### src/rtl/core/lfue_pkg.sv
// Package: widths, codes and types of the least-used frame evictor
`default_nettype none

package lfue_pkg;

    localparam int LFUE_FRAMES       = 32;
    localparam int LFUE_COUNTER_BITS = 16;
    localparam int MAX_RESULTS       = 32;
    localparam int STEP_W            = $clog2(MAX_RESULTS + 1);

    localparam int REQ_TYPE_W = 2;
    localparam int FRAME_W    = 5;
    localparam int CNT_IN_W   = 16;
    localparam int COUNT_W    = 6;
    localparam int THR_W      = 6;

    localparam logic [THR_W-1:0] THR_RESET = 6'd24;

    localparam logic [REQ_TYPE_W-1:0] REQ_SET_COUNTER = 2'd0;
    localparam logic [REQ_TYPE_W-1:0] REQ_SET_IN_USE  = 2'd1;
    localparam logic [REQ_TYPE_W-1:0] REQ_EVICT       = 2'd2;

    typedef enum logic [1:0] {
        ST_IDLE,
        ST_SCAN,
        ST_EMIT
    } lfue_state_t;

    typedef struct packed {
        logic wr_en;
        logic clr_en;
    } lfue_cell_ctl_t;

endpackage

`default_nettype wire

### src/rtl/core/lfue_req_if.sv
// Request channel: counter writes, in-use writes and evict commands
`default_nettype none

interface lfue_req_if;
    import lfue_pkg::*;

    logic                  valid;
    logic                  ready;
    logic [REQ_TYPE_W-1:0] req_type;
    logic [FRAME_W-1:0]    frame_index;
    logic [CNT_IN_W-1:0]   counter_value;
    logic [COUNT_W-1:0]    in_use_value;

    modport source (output valid, req_type, frame_index, counter_value, in_use_value,
                    input ready);
    modport sink   (input valid, req_type, frame_index, counter_value, in_use_value,
                    output ready);
endinterface

`default_nettype wire

### src/rtl/core/lfue_res_if.sv
// Result channel: one transaction per evicted frame
`default_nettype none

interface lfue_res_if;
    import lfue_pkg::*;

    logic               valid;
    logic               ready;
    logic [FRAME_W-1:0] evicted_frame;
    logic               none_in_use;
    logic [COUNT_W-1:0] remaining_count;
    logic               last_eviction;

    modport source (output valid, evicted_frame, none_in_use, remaining_count,
                    last_eviction, input ready);
    modport sink   (input valid, evicted_frame, none_in_use, remaining_count,
                    last_eviction, output ready);
endinterface

`default_nettype wire

### src/rtl/core/lfue_cfg_if.sv
// Configuration write channel for the occupancy threshold
`default_nettype none

interface lfue_cfg_if;
    import lfue_pkg::*;

    logic             valid;
    logic             ready;
    logic [THR_W-1:0] data;

    modport source (output valid, data, input ready);
    modport sink   (input valid, data, output ready);
endinterface

`default_nettype wire

### src/rtl/core/lfue_cell.sv
// One frame cell: usage counter plus one stage of the minimum-search chain
`default_nettype none

module lfue_cell #(
    parameter int COUNTER_BITS = 16,
    parameter int IDX_W        = 5,
    parameter int INDEX        = 0
) (
    input  wire                          clk,
    input  wire                          rst_n,
    input  lfue_pkg::lfue_cell_ctl_t     ctl,
    input  wire [COUNTER_BITS-1:0]       wr_data,
    input  wire                          in_valid,
    input  wire                          in_found,
    input  wire [COUNTER_BITS-1:0]       in_min,
    input  wire [IDX_W-1:0]              in_idx,
    output logic                         out_valid,
    output logic                         out_found,
    output logic [COUNTER_BITS-1:0]      out_min,
    output logic [IDX_W-1:0]             out_idx
);
    import lfue_pkg::*;

    logic [COUNTER_BITS-1:0] counter_reg, counter_next;
    logic                    valid_reg;
    logic                    found_reg;
    logic [COUNTER_BITS-1:0] min_reg;
    logic [IDX_W-1:0]        idx_reg;
    logic                    take;

    // strict less-than keeps the lower index on ties
    assign take = (counter_reg != '0) && (!in_found || (counter_reg < in_min));

    always_comb
    begin
        counter_next = counter_reg;
        priority if (ctl.wr_en)
        begin
            counter_next = wr_data;
        end
        else if (ctl.clr_en)
        begin
            counter_next = '0;
        end
    end

    always_ff @(posedge clk or negedge rst_n)
    begin
        if (!rst_n)
        begin
            counter_reg <= '0;
            valid_reg   <= 1'b0;
        end
        else
        begin
            counter_reg <= counter_next;
            valid_reg   <= in_valid;
        end
    end

    always_ff @(posedge clk)
    begin
        if (in_valid)
        begin
            found_reg <= in_found | take;
            min_reg   <= take ? counter_reg : in_min;
            idx_reg   <= take ? IDX_W'(INDEX) : in_idx;
        end
    end

    assign out_valid = valid_reg;
    assign out_found = found_reg;
    assign out_min   = min_reg;
    assign out_idx   = idx_reg;

endmodule

`default_nettype wire

### src/rtl/core/least_used_frame_evictor_unit.sv
// An evict request starts a scan: the token passes down the row of frame cells, the
// victim is registered, then cleared and emitted once the result register is free.
// Each further result of a run repeats this pass of the scan token and emit.
// Counter and in-use writes are registered; requests are taken only between runs.
// Reset: all usage counters and the in-use count clear, threshold returns to 24.
`default_nettype none

module least_used_frame_evictor_unit #(
    parameter int FRAMES       = lfue_pkg::LFUE_FRAMES,
    parameter int COUNTER_BITS = lfue_pkg::LFUE_COUNTER_BITS
) (
    input  wire         clk,
    input  wire         rst_n,
    lfue_req_if.sink    req,
    lfue_res_if.source  res,
    lfue_cfg_if.sink    cfg
);
    import lfue_pkg::*;

    localparam int IDX_W = $clog2(FRAMES);

    lfue_state_t             state_reg, state_next;
    logic [COUNT_W-1:0]      count_reg, count_next;
    logic [THR_W-1:0]        thr_reg;
    logic [STEP_W-1:0]       step_reg, step_next;
    logic [IDX_W-1:0]        victim_reg;
    logic                    none_reg;
    logic                    start_reg, start_next;

    logic                    out_valid_reg, out_valid_next;
    logic [FRAME_W-1:0]      out_frame_reg;
    logic                    out_none_reg;
    logic [COUNT_W-1:0]      out_rem_reg;
    logic                    out_last_reg;

    logic                    req_fire;
    logic                    emit_fire;
    logic                    run_ok;
    logic                    step_last;
    logic [COUNT_W-1:0]      count_dec;
    logic [COUNT_W-1:0]      in_use_sat;
    logic [COUNTER_BITS+CNT_IN_W-1:0] wr_wide;
    logic [COUNTER_BITS-1:0] wr_data;
    logic [IDX_W+FRAME_W-1:0] victim_wide;

    logic [FRAMES:0]         chain_valid;
    logic [FRAMES:0]         chain_found;
    logic [COUNTER_BITS-1:0] chain_min [FRAMES+1];
    logic [IDX_W-1:0]        chain_idx [FRAMES+1];

    assign req_fire  = req.valid && req.ready;
    assign count_dec = count_reg - COUNT_W'(1);
    assign run_ok    = (count_reg != '0) && (count_reg >= thr_reg);
    assign step_last = !((count_dec != '0) && (count_dec >= thr_reg) &&
                         (step_reg != STEP_W'(MAX_RESULTS - 1)));
    assign in_use_sat = (7'(req.in_use_value) > 7'(FRAMES)) ? COUNT_W'(FRAMES)
                                                             : req.in_use_value;
    assign wr_wide     = {{COUNTER_BITS{1'b0}}, req.counter_value};
    assign wr_data     = wr_wide[COUNTER_BITS-1:0];
    assign victim_wide = {{FRAME_W{1'b0}}, victim_reg};

    // scan chain head
    assign chain_valid[0] = start_reg;
    assign chain_found[0] = 1'b0;
    assign chain_min[0]   = '0;
    assign chain_idx[0]   = '0;

    for (genvar k = 0; k < FRAMES; k++)
    begin : g_cell
        lfue_cell_ctl_t ctl;

        assign ctl.wr_en  = req_fire && (req.req_type == REQ_SET_COUNTER) &&
                            ((IDX_W + FRAME_W)'(req.frame_index) == (IDX_W + FRAME_W)'(k));
        assign ctl.clr_en = emit_fire && (victim_reg == IDX_W'(k));

        lfue_cell #(
            .COUNTER_BITS (COUNTER_BITS),
            .IDX_W        (IDX_W),
            .INDEX        (k)
        ) u_cell (
            .clk       (clk),
            .rst_n     (rst_n),
            .ctl       (ctl),
            .wr_data   (wr_data),
            .in_valid  (chain_valid[k]),
            .in_found  (chain_found[k]),
            .in_min    (chain_min[k]),
            .in_idx    (chain_idx[k]),
            .out_valid (chain_valid[k+1]),
            .out_found (chain_found[k+1]),
            .out_min   (chain_min[k+1]),
            .out_idx   (chain_idx[k+1])
        );
    end

    // next state
    always_comb
    begin
        state_next = state_reg;
        unique case (state_reg)
            ST_IDLE:
            begin
                if (req_fire && (req.req_type == REQ_EVICT) && run_ok)
                begin
                    state_next = ST_SCAN;
                end
            end
            ST_SCAN:
            begin
                if (chain_valid[FRAMES])
                begin
                    state_next = ST_EMIT;
                end
            end
            ST_EMIT:
            begin
                if (emit_fire)
                begin
                    state_next = step_last ? ST_IDLE : ST_SCAN;
                end
            end
            default:
            begin
                state_next = ST_IDLE;
            end
        endcase
    end

    // outputs of the state machine
    always_comb
    begin
        req.ready  = 1'b0;
        emit_fire  = 1'b0;
        start_next = 1'b0;
        step_next  = step_reg;
        count_next = count_reg;
        unique case (state_reg)
            ST_IDLE:
            begin
                req.ready = 1'b1;
                // ready is high here, so valid alone marks a transaction
                if (req.valid)
                begin
                    if (req.req_type == REQ_SET_IN_USE)
                    begin
                        count_next = in_use_sat;
                    end
                    if ((req.req_type == REQ_EVICT) && run_ok)
                    begin
                        start_next = 1'b1;
                        step_next  = '0;
                    end
                end
            end
            ST_SCAN:
            begin
            end
            ST_EMIT:
            begin
                emit_fire = !out_valid_reg || res.ready;
                if (emit_fire)
                begin
                    count_next = count_dec;
                    step_next  = step_reg + STEP_W'(1);
                    start_next = !step_last;
                end
            end
            default:
            begin
            end
        endcase
    end

    always_comb
    begin
        out_valid_next = out_valid_reg;
        priority if (emit_fire)
        begin
            out_valid_next = 1'b1;
        end
        else if (res.ready)
        begin
            out_valid_next = 1'b0;
        end
    end

    always_ff @(posedge clk or negedge rst_n)
    begin
        if (!rst_n)
        begin
            state_reg     <= ST_IDLE;
            count_reg     <= '0;
            thr_reg       <= THR_RESET;
            step_reg      <= '0;
            start_reg     <= 1'b0;
            out_valid_reg <= 1'b0;
        end
        else
        begin
            state_reg     <= state_next;
            count_reg     <= count_next;
            step_reg      <= step_next;
            start_reg     <= start_next;
            out_valid_reg <= out_valid_next;
            if (cfg.valid)
            begin
                thr_reg <= cfg.data;
            end
        end
    end

    always_ff @(posedge clk)
    begin
        if ((state_reg == ST_SCAN) && chain_valid[FRAMES])
        begin
            victim_reg <= chain_found[FRAMES] ? chain_idx[FRAMES] : '0;
            none_reg   <= !chain_found[FRAMES];
        end
        if (emit_fire)
        begin
            out_frame_reg <= victim_wide[FRAME_W-1:0];
            out_none_reg  <= none_reg;
            out_rem_reg   <= count_dec;
            out_last_reg  <= step_last;
        end
    end

    assign cfg.ready           = 1'b1;
    assign res.valid           = out_valid_reg;
    assign res.evicted_frame   = out_frame_reg;
    assign res.none_in_use     = out_none_reg;
    assign res.remaining_count = out_rem_reg;
    assign res.last_eviction   = out_last_reg;

endmodule

`default_nettype wire

### src/flat_wrapper.sv
// flat-port wrapper written by rule: the top's interface ports become plain ports
module least_used_frame_evictor_unit_flat import lfue_pkg::*;
#(
    parameter int FRAMES       = lfue_pkg::LFUE_FRAMES,
    parameter int COUNTER_BITS = lfue_pkg::LFUE_COUNTER_BITS
)
  (clk, rst_n, req_valid, req_req_type, req_frame_index, req_counter_value, req_in_use_value, req_ready, res_valid, res_evicted_frame, res_none_in_use, res_remaining_count, res_last_eviction, res_ready, cfg_valid, cfg_data, cfg_ready);
  lfue_req_if req_i ();
  lfue_res_if res_i ();
  lfue_cfg_if cfg_i ();
  input  wire clk;
  input  wire rst_n;
  input wire logic [$bits(req_i.valid)-1:0] req_valid;
  input wire logic [$bits(req_i.req_type)-1:0] req_req_type;
  input wire logic [$bits(req_i.frame_index)-1:0] req_frame_index;
  input wire logic [$bits(req_i.counter_value)-1:0] req_counter_value;
  input wire logic [$bits(req_i.in_use_value)-1:0] req_in_use_value;
  output wire logic [$bits(req_i.ready)-1:0] req_ready;
  output wire logic [$bits(res_i.valid)-1:0] res_valid;
  output wire logic [$bits(res_i.evicted_frame)-1:0] res_evicted_frame;
  output wire logic [$bits(res_i.none_in_use)-1:0] res_none_in_use;
  output wire logic [$bits(res_i.remaining_count)-1:0] res_remaining_count;
  output wire logic [$bits(res_i.last_eviction)-1:0] res_last_eviction;
  input wire logic [$bits(res_i.ready)-1:0] res_ready;
  input wire logic [$bits(cfg_i.valid)-1:0] cfg_valid;
  input wire logic [$bits(cfg_i.data)-1:0] cfg_data;
  output wire logic [$bits(cfg_i.ready)-1:0] cfg_ready;
  assign req_i.valid = req_valid;
  assign req_i.req_type = req_req_type;
  assign req_i.frame_index = req_frame_index;
  assign req_i.counter_value = req_counter_value;
  assign req_i.in_use_value = req_in_use_value;
  assign req_ready = req_i.ready;
  assign res_valid = res_i.valid;
  assign res_evicted_frame = res_i.evicted_frame;
  assign res_none_in_use = res_i.none_in_use;
  assign res_remaining_count = res_i.remaining_count;
  assign res_last_eviction = res_i.last_eviction;
  assign res_i.ready = res_ready;
  assign cfg_i.valid = cfg_valid;
  assign cfg_i.data = cfg_data;
  assign cfg_ready = cfg_i.ready;
  least_used_frame_evictor_unit #(.FRAMES(FRAMES), .COUNTER_BITS(COUNTER_BITS)) u_core (.clk(clk), .rst_n(rst_n), .req(req_i), .res(res_i), .cfg(cfg_i));
endmodule
### config.mk
export PLATFORM = sky130hd
export DESIGN_NAME = least_used_frame_evictor_unit_flat
export DESIGN_NICKNAME = d
export VERILOG_FILES = /design/src/rtl/core/lfue_pkg.sv /design/src/rtl/core/lfue_req_if.sv /design/src/rtl/core/lfue_res_if.sv /design/src/rtl/core/lfue_cfg_if.sv /design/src/rtl/core/lfue_cell.sv /design/src/rtl/core/least_used_frame_evictor_unit.sv /design/src/flat_wrapper.sv
export SDC_FILE = /design/constraint.sdc
export NUM_CORES = 2
export LEC_CHECK = 0
export BUFFER_PORTS_ARGS = -buffer_cell sky130_fd_sc_hd__buf_2
export CORE_MARGIN = 2
export CORE_UTILIZATION = 64
export DETAILED_ROUTE_END_ITERATION = 10
export GPL_TIMING_DRIVEN = 0
export PLACE_DENSITY = 0.8
export SETUP_SLACK_MARGIN = 0.3
export SYNTH_ARGS = -nofsm -noshare
export SYNTH_HDL_FRONTEND = slang
export SYNTH_SLANG_ARGS = --single-unit
export TNS_END_PERCENT = 100
### constraint.sdc
create_clock -name clk -period 3.35 [get_ports clk]
set_input_delay 0.335 -clock clk [delete_from_list [all_inputs] [get_ports clk]]
set_output_delay 0.335 -clock clk [all_outputs]
set_load 0.005 [all_outputs]
; After elaboration in Yosys (flattened, before gate mapping)
; Cells that the tools add are included.
[word_totals]
wordCells = 672
regBits = 1242
in_bits = 40
[classes]
order_cmp = 34
reduce_logical = 245
n_addsub = 2
n_eq_ne = 74
bitwise = 31
n_mux = 116
[op_table]
columns = operator, count
row1 = 2-to-1 mux 16 bit, 94
row2 = nonzero test 16 bit, 32
row3 = less-than comparator 16 bit, 31
row4 = equality test 5 bit (second input constant), 32
row5 = logical AND 1 bit, 104
row6 = equality test 5 x 4 -> 1 bit (second input constant), 16
row7 = nonzero test 2 bit, 34
row8 = 2-to-1 mux 6 bit, 7
row9 = equality test 5 x 3 -> 1 bit (second input constant), 8
row10 = zero test 1 bit, 34
row11 = logical OR 1 bit, 32
row12 = bitwise OR 1 bit, 31
row13 = one-hot mux 6 bit (2 select lines), 2
row14 = equality test 5 x 2 -> 1 bit (second input constant), 4
row15 = greater-or-equal comparator 6 bit, 2
row16 = nonzero test 6 bit, 2
row17 = equality test 5 x 1 -> 1 bit (second input constant), 2
row18 = zero test 5 bit, 2
row19 = inequality test 2 x 1 -> 1 bit (second input constant), 5
row20 = 2-to-1 mux 1 bit, 8
row21 = AND reduction 4 bit, 2
row22 = adder 6 x 1 -> 6 bit (second input constant), 1
row23 = > comparator 6 bit (second input constant), 1
row24 = 2-to-1 mux 2 bit, 3
row25 = other kinds (9), 13

; Logic depth before layout (Yosys ltp)
[logic_depth]
word_depth = 7
mapped_depth = 10
ltp_nobuf = 10

; Cells and area by module
; From an unflattened synthesis, not the netlist that was laid out.
[hier_totals]
cells_unflattened = 6877
area_unflattened_um2 = 72224.3
[modules_own_cells]
columns = module, cells_per_inst, area_each_um2, instances, seq_area_each_um2
row1 = lfue_cell (u_core.g_cell[10].u_cell ...), 210, 2185.8, 12, 1086.0
row2 = lfue_cell (u_core.g_cell[11].u_cell ...), 210, 2187.1, 9, 1086.0
row3 = lfue_cell (u_core.g_cell[15].u_cell ...), 210, 2184.6, 6, 1086.0
row4 = lfue_cell (u_core.g_cell[6].u_cell ...), 174, 2079.5, 3, 1086.0
row5 = least_used_frame_evictor_unit, 300, 2677.6, 1, 1123.6
row6 = lfue_cell (u_core.g_cell[0].u_cell), 211, 2208.4, 1, 1086.0
row7 = lfue_cell (u_core.g_cell[7].u_cell), 174, 2078.2, 1, 1086.0

; Worst setup path before layout
; No wires, ideal clock.
[synth_timing]
kind = register -> register
start = register u_core.g_cell[5].u_cell.counter_reg[15]
end = register u_core.g_cell[5].u_cell.min_reg[10] (data pin)
arrival_time_ps = 2350
t_required_ps = 3090
slack_ps = 740
n_path_buf = 1
synth_period_minus_slack_ps = 2610
path_stages_with_launch = 9
setup_ps = 260
cell_sequence = dfrtp_1 > ha_1 > and4_1 > nand2_1 > a2111oi_0 > o31ai_1 > nand2_1 > clkbuf_1 > mux2_2
[synth_between]
elab_chain_len = 4
word_cells_on_any_way = 5
[synth_lines]
columns = element, line
row1 = start: declaration, lfue_cell.sv:24  ; logic [COUNTER_BITS-1:0] counter_reg, counter_next;
row2 = start signal: assignment, lfue_cell.sv:56  ; counter_reg <= counter_next;
row3 = less-than comparator 16 bit, lfue_cell.sv:32  ; assign take = (counter_reg != '0) && (!in_found || (counter_reg < in_min));
row4 = logical OR 1 bit, lfue_cell.sv:32
row5 = logical AND 1 bit *, lfue_cell.sv:32
row6 = 2-to-1 mux 16 bit *, lfue_cell.sv:66  ; min_reg <= take ? counter_reg : in_min;
row7 = end signal: assignment, lfue_cell.sv:66
row8 = end: declaration, lfue_cell.sv:27  ; logic [COUNTER_BITS-1:0] min_reg;
; Every way passes the cells marked *; elsewhere a longest branch is shown, timed or not.
; A chain may end at the register's enable or synchronous reset.

; Final worst setup path
[layout_timing]
start = register u_core.state_reg[0]
end = register u_core.g_cell[13].u_cell.counter_reg[14]
[layout_between]
elab_chain_len = 6
word_cells_on_any_way = 10
[layout_lines]
columns = element, line
row1 = start: declaration, least_used_frame_evictor_unit.sv:22  ; lfue_state_t state_reg, state_next;
row2 = start signal: assignment, least_used_frame_evictor_unit.sv:200  ; state_reg <= state_next;
row3 = zero test 2 bit, least_used_frame_evictor_unit.sv:137  ; unique case (state_reg)
row4 = 2-to-1 mux 1 bit, least_used_frame_evictor_unit.sv:137
row5 = logical AND 1 bit, least_used_frame_evictor_unit.sv:51  ; assign req_fire = req.valid && req.ready;
row6 = logical AND 1 bit (2 in a row), least_used_frame_evictor_unit.sv:72  ; assign ctl.wr_en = req_fire && (req.req_type == REQ_SET_COUNTER) &&
row7 = 2-to-1 mux 16 bit / nonzero test 2 bit (equally long branches), n/a
row8 = end signal: assignment, lfue_cell.sv:56
row9 = end: declaration, lfue_cell.sv:24
; Several ways; a longest one is shown, not always the timed one.

==> summary.txt <==
Slew Viols, Final: 0
Starting Density: 64.73%
Worst slew pin tran: 1.393 ns
Finished Layout Cells: 6227
Post-synth top area share: 33.50%
Share of power burned in combinational logic: 22.8%
Final setup violation count: 0
Syn nets: 5184
Cell variety after synth: 72
Peak supply drop: 0.5782 mV
Worst r2r dst: u_core.g_cell[13].u_cell.counter_reg[14]
Die height: 311.7 um
CP endpoint: u_core.g_cell[13].u_cell.counter_reg[14]
Final Skew: 0.02028 ns
Top cell type by total area after synthesis: edfxtp_1
Port bufs: 54
CP max stage delay: 0.53 ns
Synth area leaders: edfxtp_1 34%, dfrtp_1 23%, ha_1 9.9%, mux2_2 8.8%, a22o_1 7.5%
DIE AREA: 97150 um^2
Psw: 12.46 mW
FF-to-FF setup slack: 0.34 ns
Core area: 93610 um^2
Clock share of power: 32.3%
Post-layout util: 71.62%
CTS clk-pin slew, worst paths: 0.06 ns
EDFF count, synth: 676
Final Hold Fails: 0
Layout cells sized above 1: 19.35%
GP Congestion: 0.9162
GRT Resource Usage Total: 31.85%
Clock root cell: clkbuf_16
Final Cycle Share: 89.99%
Leakage Power: 30.59 nW
Status: finished, final reports clean
First-pass DRT Iterations: 6
Placed insts: 5976
Worst setup path startpoint: u_core.state_reg[0]
Sw frac: 28.37%
DRC: 0
Register area share after synthesis: 56.88%
Unrepaired setup endpoints after global routing: yes
Initial drt markers: 4364
Maximum Capacitance Violations: 0
Worst-path maximum fanout: 10
IO Count: 56
Syn Area/Cell: 12.99 um^2
Post-synthesis cell count: 4663
Crit path kind: reg -> reg
Worst hold path class: in -> reg
WL/cell: 24.69 um
Final wirelength: 153700 um
Via/cell ratio: 6.490
CP max-delay cell: nor2_1
Reg2reg path depth: 9
Critical Path AT: 3.62 ns
#FFs+latches synth: 1242
Post-route ant nets: 0
Final setup TNS: 0 ns
Global-route wire length before repair: 238600 um
Top cell by count, worst path: buf_2
Clk buf depth: 3
Crit. End Element: flip-flop
Htree depth: 3
Global route overflow: 0
Horiz. Die Dim: 311.7 um
Fin Hold WS: 0.06731 ns
CTS tree: done
Routed via count: 40411
Pwr Density: 655.5 nW/um^2
Rows: 112
Clk_lat worst skew: 0.72 ns
Vias in the first global route: 40616
CP cell instances: nand2b_1 > buf_2 > nand2b_1 > buf_2 > or3_1 > nor2_1 > nor2_1 > buf_2 > a22o_1
F_max: 331.7 MHz
Startpoint Class: flip-flop
Largest register FFs: 512
Ys flop type: edfxtp_1
Commonest non-fill, non-tap cell in the layout: edfxtp_1
Largest net degree at the start of global routing: 109
Clk sinks: 1242
Final net count: 5381
Critical Path RT: 3.95 ns
CTS Buf Count: 121
Internal power: 31.48 mW
Seq pwr share: 44.9%
Synthesized cell area: 60590 um^2
Antenna violations before repair: 11
Warning count from the yosys run: 0
Final HPWL DP: 105700 um
Min Tclk post-route: 3.015 ns
FFs w/ async S/R, synth: 45.57%
Relative slew slack: 7.123%
Most frequent cells in the layout: 676 x edfxtp_1, 564 x dfrtp_1, 519 x a22o_1, 511 x inv_1, 481 x ha_1
Placed inst area: 62580 um^2
Area grow syn2layout: 10.64%
FF-to-FF Start: u_core.state_reg[0]
Final Cell Area: 67040 um^2
cell usage after synthesis (4+ instances only):
| master | instances |
|---|---|
| o2bb2ai_1 | 7 |
| and4_1 | 39 |
| nor4_1 | 128 |
| a41o_1 | 7 |
| xor2_1 | 4 |
| o21a_1 | 9 |
| nand3_1 | 22 |
| nand4_1 | 66 |
| ha_1 | 481 |
| clkbuf_1 | 147 |
| nand2b_1 | 80 |
| a21oi_1 | 175 |
| a21o_1 | 55 |
| and2_1 | 30 |
| o31ai_1 | 10 |
| a31oi_1 | 6 |
| o221a_2 | 13 |
| dfrtp_1 | 564 |
| mux2_2 | 476 |
| a221oi_1 | 17 |
| nor3b_1 | 4 |
| nor2_1 | 76 |
| buf_2 | 43 |
| a22oi_1 | 5 |
| nand2_2 | 4 |
| nand2_1 | 134 |
| o21ai_0 | 92 |
| nor2b_1 | 37 |
| nor2_2 | 27 |
| a2111oi_0 | 17 |
| a22o_1 | 519 |
| nor3_1 | 27 |
| edfxtp_1 | 676 |
| a211o_1 | 17 |
| nor3_2 | 4 |
| a21oi_2 | 16 |
| or2_2 | 63 |
| inv_1 | 511 |
| or3_1 | 4 |
layer usage:
layer	track usage [%]	up-vias	part of all wire, %
met1	44.19	20377	41
met5	0	-	0
li1	-	17877	-
met2	48.94	1748	45
met3	6.728	409	8.6
met4	13.92	0	4.9
area by class of cell:
class / instances / area [um^2]
diodes: 6 / 15.01
plain buffers: 192 / 807.0
clock buffers: 163 / 3470
clock inverters: 67 / 698.2
fillers: 6226 / 26570
inverters: 513 / 1928
multi-input cells: 2716 / 23520
flip-flops and latches: 1242 / 34470
well taps: 1254 / 1569
repair buffers: 74 / 565.5
power groups by stage:
stage | logic [mW] | registers, mW | clock network (mW)
floorplan | 7.36 | 19.4 | 0
global placement | 9.47 | 19.9 | 0
detailed placement | 9.72 | 19.9 | 0
CTS | 9.94 | 19.7 | 14.3
global route | 10.9 | 19.9 | 14.9
finish | 10.0 | 19.7 | 14.2
how the worst min path moves through the flow:
stage | end | from | cells after the start
global route | u_core.g_cell[9].u_cell.counter_reg[2] | req_counter_value[2] | 2
finish | u_core.g_cell[8].u_cell.counter_reg[3] | req_counter_value[3] | 2
detailed placement | u_core.g_cell[0].u_cell.counter_reg[10] | rst_n | 1
floorplan | u_core.count_reg[0] | rst_n | 0
global placement | u_core.g_cell[31].u_cell.out_idx[4] | u_core.g_cell[30].u_cell.out_idx[4] | 1
CTS | u_core.count_reg[2] | req_in_use_value[2] | 5
critical path: cells and delay by family, from the launching register on:
family	cells	cell delay, ns
compound gates	1	0.20
flops	1	0.43
simple gates	5	1.60
buf+inv	3	0.66
repair_timing:
action,in CTS,in global routing
hold endpoints to repair,92,0
setup buffers,0,1
pin swaps,0,1
endpoints found under the setup margin,104,321
resized for setup,18,41
hold buffers,14,0
through the flow:
step | power [mW] | worst slack, ns
floorplan | 26.81 | 0.7400
global placement | 29.39 | -10.43
detailed placement | 29.67 | -0.02814
CTS | 43.91 | 0.2603
global route | 45.69 | 0.2962
finish | 43.94 | 0.3354
cell families after synthesis:
family	after synthesis	share of synthesized area, %
AO/OA/AOI/OAI	990	12.54
XOR/XNOR	7	0.1012
adder cells (fa/ha/maj)	481	9.933
buffers and inverters	705	4.475
flip-flops	1242	56.88
multiplexers	476	8.846
other	1	0.006189
AND/OR/NAND/NOR	761	7.211
Power figures use the tool's default switching activity.
